File: src/hdl/gbs_sqrt_pipe.sv
// Pipelined integer square root, one result bit per stage, with sideband.
`timescale 1ns / 1ps
`default_nettype none
module gbs_sqrt_pipe #(
  parameter int XW = 34,
  parameter int SW = 8
) (
  input  wire logic          clk,
  input  wire logic          rst,
  input  wire logic          en,
  input  wire logic          in_valid,
  input  wire logic [XW-1:0] x,
  input  wire logic [SW-1:0] in_side,
  output logic               out_valid,
  output logic [XW/2-1:0]    root,
  output logic [SW-1:0]      out_side
);
  localparam int RW = XW / 2;

  logic [XW-1:0] xs   [RW];
  logic [RW:0]   rem  [RW];
  logic [RW-1:0] rt   [RW+1];
  logic          vld  [RW+1];
  logic [SW-1:0] sd   [RW+1];

  assign xs[0]  = x;
  assign rem[0] = '0;
  assign rt[0]  = '0;
  assign vld[0] = in_valid;
  assign sd[0]  = in_side;

  for (genvar i = 1; i <= RW; i++) begin : g_stage
    logic [RW+1:0] rn;
    logic [RW+1:0] trial;
    logic          ge;

    assign rn    = {rem[i-1][RW-1:0], xs[i-1][XW-1:XW-2]};
    assign trial = {rt[i-1], 2'b01};
    assign ge    = rn >= trial;

    always_ff @(posedge clk) begin
      if (rst) begin
        vld[i] <= 1'b0;
      end else if (en) begin
        vld[i] <= vld[i-1];
      end
    end

    always_ff @(posedge clk) begin
      if (en) begin
        rt[i] <= {rt[i-1][RW-2:0], ge};
        sd[i] <= sd[i-1];
      end
    end

    if (i < RW) begin : g_rem
      always_ff @(posedge clk) begin
        if (en) begin
          rem[i] <= ge ? (RW+1)'(rn - trial) : (RW+1)'(rn);
          xs[i]  <= xs[i-1] << 2;
        end
      end
    end
  end

  assign out_valid = vld[RW];
  assign root      = rt[RW];
  assign out_side  = sd[RW];
endmodule
`default_nettype wire

File: config.mk
export PLATFORM = sky130hd
export DESIGN_NAME = gbs_sqrt_pipe
export DESIGN_NICKNAME = d
export VERILOG_FILES = /design/src/hdl/gbs_sqrt_pipe.sv
export SDC_FILE = /design/constraint.sdc
export NUM_CORES = 1
export LEC_CHECK = 0
export BUFFER_PORTS_ARGS = -buffer_cell sky130_fd_sc_hd__buf_2
export CORE_MARGIN = 2
export CORE_UTILIZATION = 63
export DETAILED_ROUTE_END_ITERATION = 6
export PLACE_DENSITY = 0.8
export SETUP_SLACK_MARGIN = 0.02
export SLEW_MARGIN = 20
export SYNTH_ARGS = -nofsm -noshare
export SYNTH_HDL_FRONTEND = slang
export SYNTH_SLANG_ARGS = --single-unit
File: constraint.sdc
create_clock -name clk -period 7.95 [get_ports clk]
set_clock_uncertainty 0.05 [all_clocks]
set_input_delay 2.385 -clock clk [delete_from_list [all_inputs] [get_ports clk]]
set_output_delay 2.385 -clock clk [all_outputs]
set_load 0.05 [all_outputs]
==> out/metrics.yaml <==
layout:
  fin_nets: 2864
  syn2layout_area_growth_pct: 10.90
  layout-drive-gt1-share_pct: 10.63
  final_cells: 3475
  antennaDiodeCount: 0
  fill_cells: 3625
  mostFrequentLayoutCell: "edfxtp_1"
  layout_common_cells: "edfxtp_1, inv_1, nor2_1"
sta:
  setup_viol: 0
  slew_viol_final: 0
  tightest_slew_ns: 1.044
  fin_setup_tns_ns: 0
  fin_ws_ns: 4.078
  period_share_pct: 48.70
  rsz0062_at_grt: "false"
  layout_min_cycle_time_ns: 3.872
  relSlewSlack_pct: 30.40
  finalHoldViolCount: 0
  max_freq_mhz: 258.3
power_and_ir_drop:
  p_per_area_nw_per_um2: 278.8
  worst_ir_drop_vdd_mv: 0.2638
  cellLeakagePower_nw: 15.32
place:
  place_hpwl_microns: 39750
  gp_congestion: 0.9125
  numPlacedInstances: 3318
  io_buffers: 71
  place_ws_ns: 3.461
clocking:
  cts_max_level: 3
  cts_made_buffers: 83
  ctsHoldBuffers: 0
  cts_tree: "built"
  cts-resized-gates: 0
  root_buffer: "clkbuf_16"
  path_clk_slew_ns: 0.06
  clock_sinks: 832
  clockBufferDepth: 3
  clk_latency_ns: 0.65
  postCtsSetupBuffers: 0
global_route:
  use_met2_pct: 36.85
  top_usage_layer: "met2"
  grt_pass1_wl_microns: 99840
  grt_use_total_pct: 20.81
  antenna_found_initial: 0
  grt_pass1_vias: 19940
  met1_usage_pct: 26.20
  use_met3_pct: 3.525
  overflow: 0
  grt_max_degree: 167
logic_synthesis:
  synth_ff_type: "edfxtp_1"
  synth_top_area_share_pct: 67.57
  yosys_register_bits: 832
  synth_cell_types: 90
  yosys-top-cells-area: "edfxtp_1, ha_1, xnor2_1, inv_1, a21oi_1"
  synth-async-reset-ratio_pct: 0
  syn_nets: 2751
  yosys.area.top_type: "edfxtp_1"
  avgSynthCellArea_sq_um: 14.29
  syn_inst: 2535
  synth_warnings: 0
  synth-seq-area-share_pct: 68.51
  synth_edf_count: 815
  synth_area_sq_um: 36220
critical_path:
  critical-path-top-delay-family: "buffers and inverters"
  cp_max_fo: 140
  path_cells: "buf_8 > buf_4"
  critPathLaunchType: "input pin"
  crit_type: "input pin to flip-flop"
  startpoint: "en"
  cp.required_ns: 8.15
  endpoint: "g_stage[9].trial[7]"
  arrival_ns: 4.07
  slowest_stage: "buf_4"
  path_buf_inv: 2
  reg2reg_depth: 7
  end_kind: "flip-flop"
  slowest_delay_ns: 0.80
  r2r_slack_ns: 4.61
  cp.depth: 2
  r2r-start: "g_stage[15].rn[2]"
  r2r_end: "g_stage[16].rn[6]"
drt:
  vias_per_cell: 5.702
  drtPass1Iterations: 7
  dr_total_vias: 19810
  routedWlPerCell_microns: 17.51
  post-route-drc-count: 0
  drt_wl_total_microns: 60840
  drt_iter0_markers: 1307
  ant_nets: 0
die:
  die_w_microns: 243.8
  pin_count: 72
  die_y_microns: 243.8
  start_util_pct: 63.98
  core_area_sq_um: 56600
  rows: 87
  die-area_sq_um: 59420
job:
  cap_violations: 0
outcome:
  status: "completed"
hold_path:
  worst_hold_startpoint: "sd[8]"
  min_path_type: "flip-flop to flip-flop"
-- kinds of logic (layout without fill, tap and decap cells) --
logic type                 Yosys count  count (layout)  share of synthesized area (%)
DFF                                832             832                          68.51
and+or+nand+nor                    585             585                          8.181
AOI/OAI and AO/OA                  441             441                          7.797
buffers and inverters              247             431                          2.850
xor gates and xnor gates           180             180                          4.374
adders and majority gates          170             170                          5.873
muxes                               79              79                          2.401
other                                1               1                        0.01035
-- worst min path at each step --
stage | end | slack, ns | cells after the start
final | out_side[0] | 0.36 | 0
after detailed placement | g_stage[11].rn[0] | 0.35 | 0
after floorplan | g_stage[10].rn[0] | 0.35 | 0
after global placement | xs[391] | 0.35 | 0
after global routing | out_side[0] | 0.35 | 0
after CTS | out_side[0] | 0.34 | 0
-- per-stage QoR --
stage,total power [mW],hold slack [ns],area (sq um),util (%)
floorplan,6.853,0.3503,36220,-
global placement,7.235,0.3504,37330,65.95
detailed placement,7.322,0.3545,37330,65.95
CTS,11.27,0.3437,40150,70.92
global route,11.68,0.3521,40170,70.96
finish,11.20,0.3586,40170,70.96
-- synth_stat cells (9+ instances only) --
master,count
nor3_1,43
clkbuf_1,17
and2_1,16
a21oi_1,145
or2_2,9
buf_4,11
a31oi_1,9
dfxtp_1,17
nor2b_1,27
a21o_1,38
o211ai_1,10
a211oi_1,13
xor2_1,69
nor4_1,27
xnor2_1,110
nand2b_1,29
buf_2,15
or3_1,19
o21ai_0,102
nand4_1,26
o31ai_1,12
edfxtp_1,815
o21a_1,39
nand2_1,115
nor2_1,190
inv_1,197
nand3_1,30
mux2i_1,25
mux2_2,44
ha_1,170
-- power by group --
group | switching [mW] | total, mW | internal (mW)
clock | 1.66 | 3.93 | 2.27
combinational | 0.936 | 1.65 | 0.714
sequential | 0.237 | 5.62 | 5.38
-- sequential cells by signal (all words and copies together), names as in the netlist --
signal / count
out_side: 8
vld: 16
xs: 240
out_valid: 1
g_stage.rn: 286
g_stage.trial: 136
root: 17
sd: 128
-- area by class of cell --
| cell class | instances | area (sq um) | share of cell area, % |
|---|---|---|---|
| inverter | 197 | 739.5 | 1.841 |
| timing repair buffer | 78 | 471.7 | 1.174 |
| multi-input combinational | 1456 | 10380 | 25.84 |
| clock inverter | 48 | 584.3 | 1.455 |
| clock buffer | 108 | 2231 | 5.554 |
| sequential | 832 | 24810 | 61.78 |
| tap | 756 | 945.9 | 2.355 |
-- metal layers --
metal  vias to the layer above  part of all wire (%)
li1                       9647                     -
met1                      9608                    42
met2                       441                    52
met3                       118                   4.0
met4                         0                   2.6
met5                         -                     0
No activity file was read; power rests on OpenSTA's default activity.
