## src/hdl/gbs_div_pipe.sv

```systemverilog
// Pipelined restoring divider, one quotient bit per stage, with sideband.
// The caller keeps num below den shifted left by QW.
`timescale 1ns / 1ps
`default_nettype none
module gbs_div_pipe #(
  parameter int DW = 25,
  parameter int QW = 17,
  parameter int SW = 8
) (
  input  wire logic             clk,
  input  wire logic             rst,
  input  wire logic             en,
  input  wire logic             in_valid,
  input  wire logic [DW+QW-1:0] num,
  input  wire logic [DW-1:0]    den,
  input  wire logic [SW-1:0]    in_side,
  output logic                  out_valid,
  output logic [QW-1:0]         quot,
  output logic [SW-1:0]         out_side
);
  localparam int RMW = DW + QW;

  logic [RMW-1:0] rem [QW];
  logic [DW-1:0]  dv  [QW];
  logic [QW-1:0]  quo [QW+1];
  logic           vld [QW+1];
  logic [SW-1:0]  sd  [QW+1];

  assign rem[0] = num;
  assign dv[0]  = den;
  assign quo[0] = '0;
  assign vld[0] = in_valid;
  assign sd[0]  = in_side;

  for (genvar i = 1; i <= QW; i++) begin : g_stage
    localparam int B = QW - i;
    logic [RMW-1:0] sh;
    logic           ge;

    assign sh = RMW'(dv[i-1]) << B;
    assign ge = rem[i-1] >= sh;

    always_ff @(posedge clk) begin
      if (rst) begin
        vld[i] <= 1'b0;
      end else if (en) begin
        vld[i] <= vld[i-1];
      end
    end

    always_ff @(posedge clk) begin
      if (en) begin
        quo[i] <= {quo[i-1][QW-2:0], ge};
        sd[i]  <= sd[i-1];
      end
    end

    if (i < QW) begin : g_rem
      always_ff @(posedge clk) begin
        if (en) begin
          rem[i] <= ge ? rem[i-1] - sh : rem[i-1];
          dv[i]  <= dv[i-1];
        end
      end
    end
  end

  assign out_valid = vld[QW];
  assign quot      = quo[QW];
  assign out_side  = sd[QW];
endmodule
`default_nettype wire

```

## config.mk

```make
export PLATFORM = sky130hd
export DESIGN_NAME = gbs_div_pipe
export DESIGN_NICKNAME = d
export VERILOG_FILES = /design/src/hdl/gbs_div_pipe.sv
export SDC_FILE = /design/constraint.sdc
export NUM_CORES = 2
export LEC_CHECK = 0
export ABC_CLOCK_PERIOD_IN_PS = 4500
export CAP_MARGIN = 20
export CORE_UTILIZATION = 50
export CTS_CLUSTER_SIZE = 20
export DETAILED_ROUTE_END_ITERATION = 8
export DONT_BUFFER_PORTS = 1
export PLACE_DENSITY = 0.66
export SYNTH_ARGS = -nofsm -noshare
export SYNTH_HDL_FRONTEND = slang
export SYNTH_SLANG_ARGS = --single-unit
```

## constraint.sdc

```tcl
create_clock -name clk -period 4.5 [get_ports clk]
set_input_delay 0.225 -clock clk [delete_from_list [all_inputs] [get_ports clk]]
set_output_delay 0.225 -clock clk [all_outputs]
set_load 0.02 [all_outputs]
```

==> flow_summary.ini <==
[yosys]
synth.yosys.warnings = 0
yosys.cell_count.top_type = sky130_fd_sc_hd__edfxtp_1
synth-edff-count = 1361
netlist_top_cells_area = sky130_fd_sc_hd__edfxtp_1 58%, sky130_fd_sc_hd__ha_1 7.5%, sky130_fd_sc_hd__a21oi_1 3.2%
synth_top_cell_area_share = 0.576
mappedNetlistArea_um2 = 71000
yosys_register_bits = 1378
synth_ff_type = sky130_fd_sc_hd__edfxtp_1
count_of_distinct_cell_types_in_the_synthesized_netlist = 96
post_synth_top_cells = 1361 x sky130_fd_sc_hd__edfxtp_1, 540 x sky130_fd_sc_hd__inv_1, 447 x sky130_fd_sc_hd__a21oi_1
post_synth.cell_area_avg_um2 = 11.9
post-synth-top-area-cell = sky130_fd_sc_hd__edfxtp_1
postSynth.asyncResetShare = 0
syn_nets = 6505
syn_inst = 5985
synth.yosys.seq_area_share = 0.580

[clocking]
clock-sinks = 1378
root_buffer = sky130_fd_sc_hd__clkbuf_16
cts.reportedPaths.clkPinSlew_ns = 0.06
cts_tree = built
clock_latency_ns = 0.79
buffers_inserted_by_post_cts_timing_repair = 0
cts.htree.levels = 4
cts_buffer_depth = 3
cts_resized = 0
cts_buffers = 152

[sta]
final.min_clock_period_ns = 4.25
rsz0062_at_grt = no
hold_ws_ns = 0.0524
max_fclk_mhz = 235
timing.final.setup_violations = 0
maxSlewViolCount = 0
setup_tns_ns = 0
slew_headroom = 0.0877
finalCritPeriodShare = 0.946
max_slew.worst_pin.slew_ns = 1.37
report.final.hold_viol_count = 0
worst_clock_skew_ns = 0.0267

[floorplan]
rows = 137
effective_utilization_at_floorplan = 0.506
die_width_um = 379
top_level_ports = 105
core_area_um2 = 140000
die_area_um2 = 144000
die-height_um = 379

[placed_design]
detailed_place_hpwl_um = 106000
gpl.final_weighted_congestion = 0.959
port_buffers = 0

[critical_path]
crit_family = compound AO/OA/AOI/OAI gates
worst-path-stages = 16
cell_by_cell_trace_of_the_critical_path = dlygate4sd3_1, inv_1, ha_1, fa_1, nor2b_1, o31ai_1, a21oi_1, a21oi_1, a21boi_0, a21oi_1, o21ai_0, a21oi_4, nand2_1, dlygate4sd3_1, o21ai_0, dlygate4sd3_1
r2r_cells = 13
worstSetupEndpointType = register
critical_path.startpoint_type = primary input
path_buf_inv = 4
cp_data_required_time_ns = 5.03
critical_path_class = in2reg
worstPathMaxFanout = 17
arrival_time_of_data_at_the_critical_path_endpoint_ns = 4.78
crit_path_top_delay_cell = sky130_fd_sc_hd__dlygate4sd3_1
crit_path_start = num[16]
cp_slowest_stage_delay_ns = 0.57
reg2reg_from = rem[516]

[cells_and_area]
nets = 6689
n_antenna_cell = 0
share_of_cells_above_drive_strength_1 = 0.0696
num-fill-cells = 11500
syn2layout_area_growth_pct = 12.1

[route]
met3_wirelength_um = 4120
detailedRoute.firstPassIterationCount = 6
routed-via-count = 44900
postRouteAntennaNets = 0
wl_met1_um = 50100
met2RoutedLength_um = 81600
dr_drc_count = 0
wirelength_um = 144000
topRoutingLayerUsed = met4
drtIter0Drc = 2609
vias_per_cell = 5.50
wl_per_cell_um = 17.7

[global_route]
grt_first_pass_wirelength_um = 230000
first_global_vias = 46000
grt_antenna_before_repair = 0
globalRoute.totalOverflow = 0
grt_max_degree = 309
grt.total_usage = 0.202

[pwr]
irDropWorstVdd_mv = 0.370
share_clk_of_total_power = 0.253
sequentialPowerShare = 0.395
power.net_switching_mw = 16.4
internal_mw = 32.7
power.combinational.fraction = 0.352
power.switching_fraction = 0.334
p_per_area_nw_per_um2 = 616
p_leak_nw = 30.7

[job]
maxcap_violations = 0

[min_path]
min-delay-start = num[4]
min_delay_worst_type = in2reg
whs_path_depth = 1

[status]
run_status = complete, no violations
[registers in the layout (all words and copies together), names as in the netlist]
register / flops
out_side: 8
rem: 672
vld: 16
out_valid: 1
dv: 400
sd: 128
quot: 17
quo: 136
[cell type report]
type	count	area [um2]	area share
repair buffers	174	1810	0.0227
clock buffers	183	3940	0.0495
well taps	1876	2350	0.0295
multi-input cells	3922	27200	0.341
clock inverters	91	1120	0.0141
inverters	541	2030	0.0255
flip-flops and latches	1378	41200	0.518
[stage by stage]
stage / total power [mW] / util / cells / area [um2] / setup WS [ns]
after global routing: 52.1 / 0.568 / 8165 / 79600 / 0.0460
after detailed placement: 36.6 / 0.524 / 7787 / 73500 / 0.392
after floorplan: 32.1 / - / 5985 / 71000 / 1.05
after global placement: 36.4 / 0.524 / 7787 / 73500 / 0.438
after CTS: 49.3 / 0.567 / 8163 / 79600 / 0.167
final: 49.1 / 0.568 / 8165 / 79600 / 0.245
[kinds of logic (layout without fill, tap and decap cells)]
kind of cell               after synthesis  count (layout)  share of synthesized area
DFF                                   1378            1378                      0.580
muxes                                   94              94                     0.0151
buffers and inverters                  685             989                     0.0386
AOI/OAI and AO/OA                     1438            1438                      0.126
and+or+nand+nor                       1486            1486                      0.104
adders and majority gates              441             441                     0.0794
xor gates and xnor gates               463             463                     0.0571
[worst reg2reg max path: cells and delay by family (launching register included)]
family | cells | cell delay, ns
and+or+nand+nor | 3 | 0.93
AOI/OAI and AO/OA | 5 | 1.52
DFF | 1 | 0.35
buffers and inverters | 2 | 0.36
muxes | 1 | 0.38
adders and majority gates | 2 | 0.40
[power by group through the flow]
stage	Combinational (mW)	Sequential, mW	Clock, mW
finish	17.3	19.4	12.4
global route	19.2	19.6	13.2
CTS	17.2	19.3	12.7
detailed placement	17.0	19.6	0
global placement	16.8	19.6	0
floorplan	13.1	19.0	0
[timing repair]
action	in CTS	in global routing
setup endpoints to repair	0	190
hold buffers	102	0
endpoints found under the hold margin	124	0
[per-layer routing]
layer | vias up | track usage
li1 | 22400 | -
met5 | - | 0
met4 | 0 | 0.118
met1 | 21300 | 0.184
met3 | 392 | 0.0314
met2 | 851 | 0.411
[final timing paths]
check	end	slack, ns
max	rem[664]	0.25
min	rem[634]	0.05
max reg2reg	rem[482]	0.31
min reg2reg	quo[160]	0.41
[cell usage in the layout (no fill, tap or decap), types with 20 or more instances in the layout]
cell	count
sky130_fd_sc_hd__edfxtp_1	1361
sky130_fd_sc_hd__inv_1	540
sky130_fd_sc_hd__a21oi_1	445
sky130_fd_sc_hd__nand2_1	430
sky130_fd_sc_hd__ha_1	425
sky130_fd_sc_hd__o21ai_0	386
sky130_fd_sc_hd__nor2_1	361
sky130_fd_sc_hd__xor2_1	233
sky130_fd_sc_hd__xnor2_1	230
sky130_fd_sc_hd__a21o_1	168
sky130_fd_sc_hd__clkbuf_16	154
sky130_fd_sc_hd__nor3_1	103
sky130_fd_sc_hd__dlygate4sd3_1	102
sky130_fd_sc_hd__nand3_1	76
sky130_fd_sc_hd__nand2b_1	72
sky130_fd_sc_hd__nand4_1	69
sky130_fd_sc_hd__nor4_1	65
sky130_fd_sc_hd__mux2_2	64
sky130_fd_sc_hd__nor2b_1	63
sky130_fd_sc_hd__buf_4	57
sky130_fd_sc_hd__o21a_1	54
sky130_fd_sc_hd__o21bai_1	53
sky130_fd_sc_hd__or3_1	53
sky130_fd_sc_hd__a211oi_1	48
sky130_fd_sc_hd__a31oi_1	39
sky130_fd_sc_hd__o31ai_1	35
sky130_fd_sc_hd__and3_1	34
sky130_fd_sc_hd__o211ai_1	30
sky130_fd_sc_hd__clkbuf_1	30
sky130_fd_sc_hd__or2_2	27
sky130_fd_sc_hd__clkinv_2	25
sky130_fd_sc_hd__nor4b_1	24
sky130_fd_sc_hd__clkinv_1	23
sky130_fd_sc_hd__o31a_1	21
sky130_fd_sc_hd__mux2i_1	20
Note: power is estimated with default switching activity, not from simulation.
